<file path="src/design/assert_macros.svh">
// ----------------------------------------------------------------------------
// assert_macros.svh
// concurrent assertion macros, empty when synthesized
// ----------------------------------------------------------------------------
`ifndef ASSERT_MACROS_SVH
`define ASSERT_MACROS_SVH

`ifndef SYNTHESIS

// checked property, off while reset is high
`define ASSERT_CLK(label, clk, rst, prop) \
  label: assert property (@(posedge clk) disable iff (rst) prop) \
    else $error("assertion failed");

// checked property, also during reset
`define ASSERT_ALWAYS(label, clk, prop) \
  label: assert property (@(posedge clk) prop) \
    else $error("assertion failed");

`else

`define ASSERT_CLK(label, clk, rst, prop)
`define ASSERT_ALWAYS(label, clk, prop)

`endif

`endif

</file>
<file path="src/design/lag_pkg.sv">
// ----------------------------------------------------------------------------
// lag_pkg
// shared types, codes and the b3/s23 rule function
// ----------------------------------------------------------------------------
package lag_pkg;

  localparam int FUNC_W = 2;
  localparam int SEL_W  = 4;
  localparam int CELL_W = 16;

  localparam logic [FUNC_W-1:0] FUNC_WRITE = 2'd0;
  localparam logic [FUNC_W-1:0] FUNC_STEP  = 2'd1;
  localparam logic [FUNC_W-1:0] FUNC_READ  = 2'd2;

  localparam logic [3:0] BIRTH_COUNT = 4'd3;
  localparam logic [3:0] STAY_COUNT  = 4'd2;

  typedef struct packed {
    logic wr;
    logic step;
    logic rd;
  } cmd_t;

  // next state of one cell from its eight neighbors
  function automatic logic life_rule(input logic [7:0] nbr, input logic alive);
    logic [3:0] n;
    n = '0;
    for (int i = 0; i < 8; i++) begin
      n = n + 4'(nbr[i]);
    end
    return (n == BIRTH_COUNT) || (alive && (n == STAY_COUNT));
  endfunction

endpackage

</file>
<file path="src/design/lag_ctrl.sv">
// ----------------------------------------------------------------------------
// lag_ctrl
// request decode and result strobe sequencing
// ----------------------------------------------------------------------------
module lag_ctrl
  import lag_pkg::*;
(
  input  logic              clk,
  input  logic              rst,
  input  logic              start,
  input  logic [FUNC_W-1:0] func,
  output logic              busy,
  output logic              done,
  output cmd_t              cmd
);

  localparam logic S_IDLE = 1'b0;
  localparam logic S_DONE = 1'b1;

  logic state;
  logic state_next;
  logic accept;

  assign busy   = 1'b0;
  assign accept = start && !busy;

  always_comb begin
    cmd = '0;
    if (accept) begin
      case (func)
        FUNC_WRITE: cmd.wr   = 1'b1;
        FUNC_STEP:  cmd.step = 1'b1;
        FUNC_READ:  cmd.rd   = 1'b1;
        default:    cmd      = '0;
      endcase
    end
  end

  always_comb begin
    case (state)
      S_IDLE:  state_next = accept ? S_DONE : S_IDLE;
      S_DONE:  state_next = accept ? S_DONE : S_IDLE;
      default: state_next = S_IDLE;
    endcase
  end

  always_ff @(posedge clk) begin
    if (rst) begin
      state <= S_IDLE;
    end else begin
      state <= state_next;
    end
  end

  assign done = (state == S_DONE);

endmodule

</file>
<file path="src/design/lag_datapath.sv">
// ----------------------------------------------------------------------------
// lag_datapath
// board registers, per-cell rule units, row write and row read
// ----------------------------------------------------------------------------
module lag_datapath
  import lag_pkg::*;
#(
  parameter int SIZE = 16
) (
  input  logic              clk,
  input  logic              rst,
  input  cmd_t              cmd,
  input  logic [SEL_W-1:0]  row_sel,
  input  logic [CELL_W-1:0] row_cells,
  output logic [CELL_W-1:0] cells_out
);

  localparam int WIDE = (SIZE > CELL_W) ? SIZE : CELL_W;

  logic [SIZE-1:0] board [SIZE];
  logic [SIZE-1:0] gen   [SIZE];
  logic [SIZE+1:0] pad   [SIZE+2];
  logic [WIDE-1:0] wr_wide;
  logic [WIDE-1:0] rd_wide;
  logic [SIZE-1:0] rd_row;

  // zero frame around the board
  assign pad[0]      = '0;
  assign pad[SIZE+1] = '0;

  for (genvar r = 0; r < SIZE; r++) begin : g_row
    assign pad[r+1] = {1'b0, board[r], 1'b0};
    for (genvar c = 0; c < SIZE; c++) begin : g_col
      assign gen[r][c] = life_rule({pad[r][c+2:c], pad[r+1][c+2], pad[r+1][c],
                                    pad[r+2][c+2:c]}, board[r][c]);
    end
  end

  assign wr_wide = WIDE'(row_cells);

  always_comb begin
    rd_row = '0;
    for (int r = 0; r < SIZE; r++) begin
      if (int'(row_sel) == r) begin
        rd_row = rd_row | board[r];
      end
    end
  end

  assign rd_wide = WIDE'(rd_row);

  always_ff @(posedge clk) begin
    if (rst) begin
      board <= '{default: '0};
    end else if (cmd.step) begin
      board <= gen;
    end else if (cmd.wr) begin
      for (int r = 0; r < SIZE; r++) begin
        if (int'(row_sel) == r) begin
          board[r] <= wr_wide[SIZE-1:0];
        end
      end
    end
  end

  always_ff @(posedge clk) begin
    if (cmd.wr || cmd.step || cmd.rd) begin
      cells_out <= cmd.rd ? rd_wide[CELL_W-1:0] : '0;
    end else begin
      cells_out <= '0;
    end
  end

endmodule

</file>
<file path="src/design/life_automaton_generation.sv">
// ----------------------------------------------------------------------------
// life_automaton_generation
// b3/s23 life board with row write, generation step and row read
// ----------------------------------------------------------------------------
// A request is taken in any cycle with start high; busy stays low, so one
// request per clock is sustained. Its result appears on cells_out with done
// high in the cycle right after acceptance, for that one cycle only, and the
// receiver must take it then. A step updates every cell of the board at once
// through one rule unit per cell. Reads return the low 16 columns of
// the row, writes and steps return zero, and rows outside the board read as
// zero and ignore writes. Reset clears the board to all dead.
`include "assert_macros.svh"

module life_automaton_generation
  import lag_pkg::*;
#(
  parameter int SIZE = 16
) (
  input  logic              clk,
  input  logic              rst,
  input  logic              start,
  output logic              busy,
  input  logic [FUNC_W-1:0] func,
  input  logic [SEL_W-1:0]  row_sel,
  input  logic [CELL_W-1:0] row_cells,
  output logic              done,
  output logic [CELL_W-1:0] cells_out
);

  cmd_t cmd;

  lag_ctrl u_ctrl (
    .clk   (clk),
    .rst   (rst),
    .start (start),
    .func  (func),
    .busy  (busy),
    .done  (done),
    .cmd   (cmd)
  );

  lag_datapath #(
    .SIZE (SIZE)
  ) u_datapath (
    .clk       (clk),
    .rst       (rst),
    .cmd       (cmd),
    .row_sel   (row_sel),
    .row_cells (row_cells),
    .cells_out (cells_out)
  );

  `ASSERT_CLK(a_done_after_request, clk, rst, (start && !busy) |=> done)
  `ASSERT_CLK(a_no_done_without_request, clk, rst, !(start && !busy) |=> !done)
  `ASSERT_CLK(a_data_on_read, clk, rst, done && cells_out != '0 |-> $past(func) == FUNC_READ)
  `ASSERT_ALWAYS(a_reset_clears_done, clk, $past(rst) |-> !done)

endmodule

</file>
<file path="config.mk">
export PLATFORM = sky130hd
export DESIGN_NAME = life_automaton_generation
export DESIGN_NICKNAME = d
export VERILOG_FILES = /design/src/design/lag_pkg.sv /design/src/design/lag_ctrl.sv /design/src/design/lag_datapath.sv /design/src/design/life_automaton_generation.sv
export VERILOG_INCLUDE_DIRS = /design/src /design/src/design
export SDC_FILE = /design/constraint.sdc
export NUM_CORES = 2
export LEC_CHECK = 0
export BUFFER_PORTS_ARGS = -buffer_cell sky130_fd_sc_hd__buf_2
export CAP_MARGIN = 20
export CELL_PAD_IN_SITES_DETAIL_PLACEMENT = 2
export CELL_PAD_IN_SITES_GLOBAL_PLACEMENT = 2
export CORE_AREA = 2 2 361 291
export CTS_CLUSTER_DIAMETER = 100
export DETAILED_ROUTE_END_ITERATION = 6
export DIE_AREA = 0 0 363 293
export PLACE_DENSITY = 0.95
export SLEW_MARGIN = 40
export SYNTH_ARGS = -nofsm -noshare
export SYNTH_HDL_FRONTEND = slang
export SYNTH_HIERARCHICAL = 1
export SYNTH_SLANG_ARGS = --single-unit
</file>
<file path="constraint.sdc">
create_clock -name clk -period 7.98 [get_ports clk]
set_input_delay 1.596 -clock clk [delete_from_list [all_inputs] [get_ports clk]]
set_output_delay 1.596 -clock clk [all_outputs]
set_load 0.1 [all_outputs]
</file>
==> results.sh, run 1 <==
export IMPL_grt_pass1_wl_mm=477
export IMPL_ys_flop_type="dfxtp_1"
export IMPL_syn_area_per_cell_um2=9.93
export IMPL_yosysTopAreaCellShare=0.368
export IMPL_yosysUniqueCellTypes=52
export IMPL_gp_congestion=0.844
export IMPL_synth_cells=4938
export IMPL_hpwl_mm=179
export IMPL_synth_nets=6510
export IMPL_placement_cell_area_mm2=0.0504
export IMPL_synth_largest_area_cell="fa_1"
export IMPL_die_w_um=363
export IMPL_cts_root_buf="clkbuf_16"
export IMPL_port_buffers=41
export IMPL_post_cts_resized=0
export IMPL_cts_sinks=273
export IMPL_grt_overflow_total=29
export IMPL_start_util=0.479
export IMPL_synth_area_leaders="fa_1 (37%), ha_1 (17%), dfxtp_1 (11%), inv_1 (8.8%), a311oi_1 (4.0%)"
export IMPL_outcome="aborted with a tool error"
export IMPL_cts_setup_buffers=0
export IMPL_tool_error="[ERROR GRT-0116] Global routing finished with congestion. Check the congestion regions in the DRC Viewer."
export IMPL_yosys_warnings=6
export IMPL_die_h_um=293
export IMPL_pin_count=43
export IMPL_rows=105
export IMPL_syn_area_mm2=0.0490
export IMPL_cts_made_buffers=42
export IMPL_grt_pass1_vias=59935
export IMPL_h_tree_depth=2
export IMPL_grt_total_usage=0.638
export IMPL_cts_buffer_depth=3
export IMPL_synth_ff_latch_count=273
export IMPL_stop_stage="global routing"
export IMPL_synth_edff_count=0
export IMPL_cts_hold_buf=0
export IMPL_ys_seq_area_frac=0.111
export IMPL_async_reset_ff_frac=0
export IMPL_grt_max_degree=141
-- cell families after synthesis --
group	count (synthesis)	share of synthesized area
multiplexers	73	0.0190
other	1	0.0000765
flip-flops	273	0.111
adder cells (fa/ha/maj)	1547	0.533
buffers and inverters	1337	0.106
AO/OA/AOI/OAI	904	0.142
AND/OR/NAND/NOR	803	0.0893
-- synth_stat cells, types with 2 or more instances --
| library cell | number |
|---|---|
| nand2b_1 | 75 |
| buf_4 | 16 |
| a41o_1 | 4 |
| inv_1 | 1155 |
| mux2i_1 | 57 |
| a311oi_1 | 226 |
| nor2_1 | 308 |
| a31oi_1 | 4 |
| a21oi_1 | 152 |
| o221ai_1 | 29 |
| nand3b_1 | 146 |
| or4b_2 | 3 |
| fa_1 | 900 |
| and2_0 | 90 |
| dfxtp_1 | 273 |
| buf_1 | 22 |
| and3_1 | 92 |
| a31o_2 | 6 |
| buf_2 | 46 |
| o21bai_2 | 2 |
| o31a_1 | 16 |
| o21bai_4 | 2 |
| nor2b_1 | 11 |
| clkbuf_1 | 92 |
| mux4_2 | 16 |
| buf_6 | 6 |
| o211a_1 | 92 |
| a22oi_1 | 33 |
| o2111ai_1 | 90 |
| a21o_1 | 2 |
| nand2_1 | 56 |
| or4b_1 | 10 |
| a211oi_1 | 11 |
| a311oi_2 | 28 |
| and3b_1 | 2 |
| ha_1 | 647 |
| o22ai_1 | 92 |
| o21ai_0 | 112 |
-- through the flow --
step	std cells	util	setup slack, ns
CTS	6244	0.506	3.29
detailed placement	6172	0.493	2.84
global placement	6169	0.492	3.46
floorplan	4938	-	4.52
-- metal layers --
layer / GRT usage / overflow
met5: 0.254 / 1
met4: 0.655 / 16
met3: 0.420 / 3
met2: 0.844 / 9
met1: 0.631 / 0
==> inputs of run 2 (changes only) <==
--- a/config.mk
+++ b/config.mk
@@ -8,13 +8,10 @@
 export LEC_CHECK = 0
 export BUFFER_PORTS_ARGS = -buffer_cell sky130_fd_sc_hd__buf_2
 export CAP_MARGIN = 20
-export CELL_PAD_IN_SITES_DETAIL_PLACEMENT = 2
-export CELL_PAD_IN_SITES_GLOBAL_PLACEMENT = 2
-export CORE_AREA = 2 2 361 291
-export CTS_CLUSTER_DIAMETER = 100
+export CORE_AREA = 2 2 354 356
 export DETAILED_ROUTE_END_ITERATION = 6
-export DIE_AREA = 0 0 363 293
-export PLACE_DENSITY = 0.95
+export DIE_AREA = 0 0 356 358
+export PLACE_DENSITY_LB_ADDON = 0.15
 export SLEW_MARGIN = 40
 export SYNTH_ARGS = -nofsm -noshare
 export SYNTH_HDL_FRONTEND = slang
==> run 2 against run 1 <==
Against the previous run:
- synthesized area stayed put
- synthesized cell count unchanged
- the run now ends clean
==> results.sh, run 2 <==
export IMPL_syn_area_mm2=0.0490
export IMPL_grt_total_usage=0.209
export IMPL_clk_pin_slew_ns=0.06
export IMPL_clk_latency_ns=0.61
export IMPL_required_ns=8.50
export IMPL_critPathArrivalTime_ns=4.31
export IMPL_cp_end_kind="flop"
export IMPL_fin_crit_ns=3.80
export IMPL_power_density_mw_per_mm2=117
export IMPL_hold_path_class="flop to flop"
export IMPL_die_w_um=356
export IMPL_crit_cells=9
export IMPL_max_freq_mhz=263
export IMPL_setup_viol=0
export IMPL_mostFrequentLayoutCell="inv_1"
export IMPL_grt_util_met2=0.335
export IMPL_ys_flop_type="dfxtp_1"
export IMPL_yosysUniqueCellTypes=52
export IMPL_drt_pass1_iter_count=5
export IMPL_drc_errors=0
export IMPL_cts_setup_buffers=0
export IMPL_fin_nets=6449
export IMPL_gp_congestion=0.820
export IMPL_ys_seq_area_frac=0.111
export IMPL_port_buffers=41
export IMPL_viasPerCell=5.26
export IMPL_post_cts_resized=0
export IMPL_relSlewSlack=0.417
export IMPL_reg2reg_depth=9
export IMPL_path_cells="fa_1 -> fa_1 -> fa_1 -> inv_1 -> fa_1 -> a211oi_1 -> mux2i_1 -> or4b_2 -> a311oi_2"
export IMPL_grt_pass1_wl_mm=208
export IMPL_synth_edff_count=0
export IMPL_wirelength_mm=128
export IMPL_grt_util_met1=0.307
export IMPL_synth_most_common_cell="inv_1"
export IMPL_crit_fanout=10
export IMPL_synthTopCellsByCount="inv_1 (1155), fa_1 (900), ha_1 (647)"
export IMPL_detail_route_antenna_nets=0
export IMPL_vdd_drop_max_uv=115
export IMPL_cts_tree="yes"
export IMPL_synth_largest_area_cell="fa_1"
export IMPL_grt_pass1_vias=36278
export IMPL_async_reset_ff_frac=0
export IMPL_vias=34411
export IMPL_maxCapViolCount=0
export IMPL_routedWlPerCell_um=19.6
export IMPL_final_cell_mix="inv_1 (1155), fa_1 (900), ha_1 (647), nor2_1 (308), dfxtp_1 (272)"
export IMPL_yosys_warnings=6
export IMPL_grt_overflow_total=0
export IMPL_cts_hold_buf=0
export IMPL_syn2layout_area_growth_pct=6.63
export IMPL_outcome="completed"
export IMPL_syn_area_per_cell_um2=9.93
export IMPL_hold_depth=2
export IMPL_start_util=0.398
export IMPL_fin_tns_setup_ns=0
export IMPL_rsz0062_at_grt="no"
export IMPL_h_tree_depth=2
export IMPL_fp_dieArea_mm2=0.127
export IMPL_synth_area_leaders="fa_1 (37%), ha_1 (17%), dfxtp_1 (11%), inv_1 (8.8%), a311oi_1 (4.0%)"
export IMPL_hold_viol_final=0
export IMPL_critPathMaxStageDelay_ns=0.76
export IMPL_grt_busiest_layer="met2"
export IMPL_synth_ff_latch_count=273
export IMPL_die_h_um=358
export IMPL_path_common_cell="fa_1"
export IMPL_dr_first_iter_drc_count=1861
export IMPL_cts_sinks=273
export IMPL_core_mm2=0.123
export IMPL_cts_made_buffers=43
export IMPL_worst_pin_slew_ns=0.874
export IMPL_start_kind="flop"
export IMPL_hpwl_mm=99.0
export IMPL_hold_slack_ns=0.597
export IMPL_grt_antenna_before_repair=7
export IMPL_finalClockSkew_ns=0.0400
export IMPL_cts_buffer_depth=3
export IMPL_path_class="flop to flop"
export IMPL_yosysTopAreaCellShare=0.368
export IMPL_synth_cells=4938
export IMPL_slowest_stage="dfxtp_1"
export IMPL_grt_max_degree=139
export IMPL_critPathTopFamily="adder cells"
export IMPL_path_buf_inv=1
export IMPL_slew_violations=0
export IMPL_synth_nets=6510
export IMPL_leakagePower_uw=0.0275
export IMPL_top_register="u_datapath/board"
export IMPL_largest_reg_flops=256
export IMPL_drive_above_1_share=0.0438
export IMPL_pin_count=43
export IMPL_fin_crit_sh=0.476
export IMPL_cts_root_buf="clkbuf_16"
export IMPL_rows=129
export IMPL_use_met3=0.0235
run 2: cell counts after synthesis:
Identical to the previous run, type by type.
run 2: layer usage:
layer	vias up	wire length [µm]
met3	106	5530
met4	2	1960
met1	17331	62700
met5	-	9
li1	16451	-
met2	521	58000
run 2: power by group:
part           switching [µW]  total [µW]  internal [µW]
Combinational            1470        2470           1000
Clock                     795        1970           1170
Sequential                249        1690           1440
run 2: worst paths after layout:
check                             from               endpoint  slack [ns]
hold / removal     u_datapath/board[0]    u_datapath/board[0]        0.60
setup / recovery  u_datapath/board[98]  u_datapath/board[113]        4.18
setup reg to reg  u_datapath/board[98]  u_datapath/board[113]        4.18
hold reg to reg    u_datapath/board[0]    u_datapath/board[0]        0.60
run 2: cell type report:
type                       count  area (µm²)
fill                       12068       71000
multi-input combinational   3328       38400
sequential                   273        5470
inverter                    1155        4340
tap                         1637        2050
clock buffer                  70        1340
timing repair buffer          76         582
clock inverter                 8        82.6
antenna                        1        2.50
run 2: per-stage QoR:
| step | util | std cells | area, µm² | total power [µW] | setup slack [ns] |
|---|---|---|---|---|---|
| floorplan | - | 4938 | 49000 | 3540 | 4.52 |
| global placement | 0.411 | 6465 | 50700 | 4130 | 3.59 |
| detailed placement | 0.412 | 6467 | 50800 | 4230 | 3.71 |
| CTS | 0.423 | 6545 | 52200 | 6240 | 4.11 |
| global route | 0.424 | 6547 | 52300 | 6770 | 3.93 |
| finish | 0.424 | 6548 | 52300 | 6130 | 4.18 |
run 2: tightest hold or removal path, cell delays in order, from the launching register on:
cell and delay, ns:
dfxtp_1 0.35, a21oi_1 0.14, a311oi_1 0.06
run 2: kinds of logic after synthesis:
kind of cell | Yosys count | share of synthesized area
buffers and inverters | 1337 | 0.106
flip-flops | 273 | 0.111
AND/OR/NAND/NOR | 803 | 0.0893
AO/OA/AOI/OAI | 904 | 0.142
multiplexers | 73 | 0.0190
other | 1 | 0.0000765
adder cells (fa/ha/maj) | 1547 | 0.533
Power figures use the tool's default switching activity.
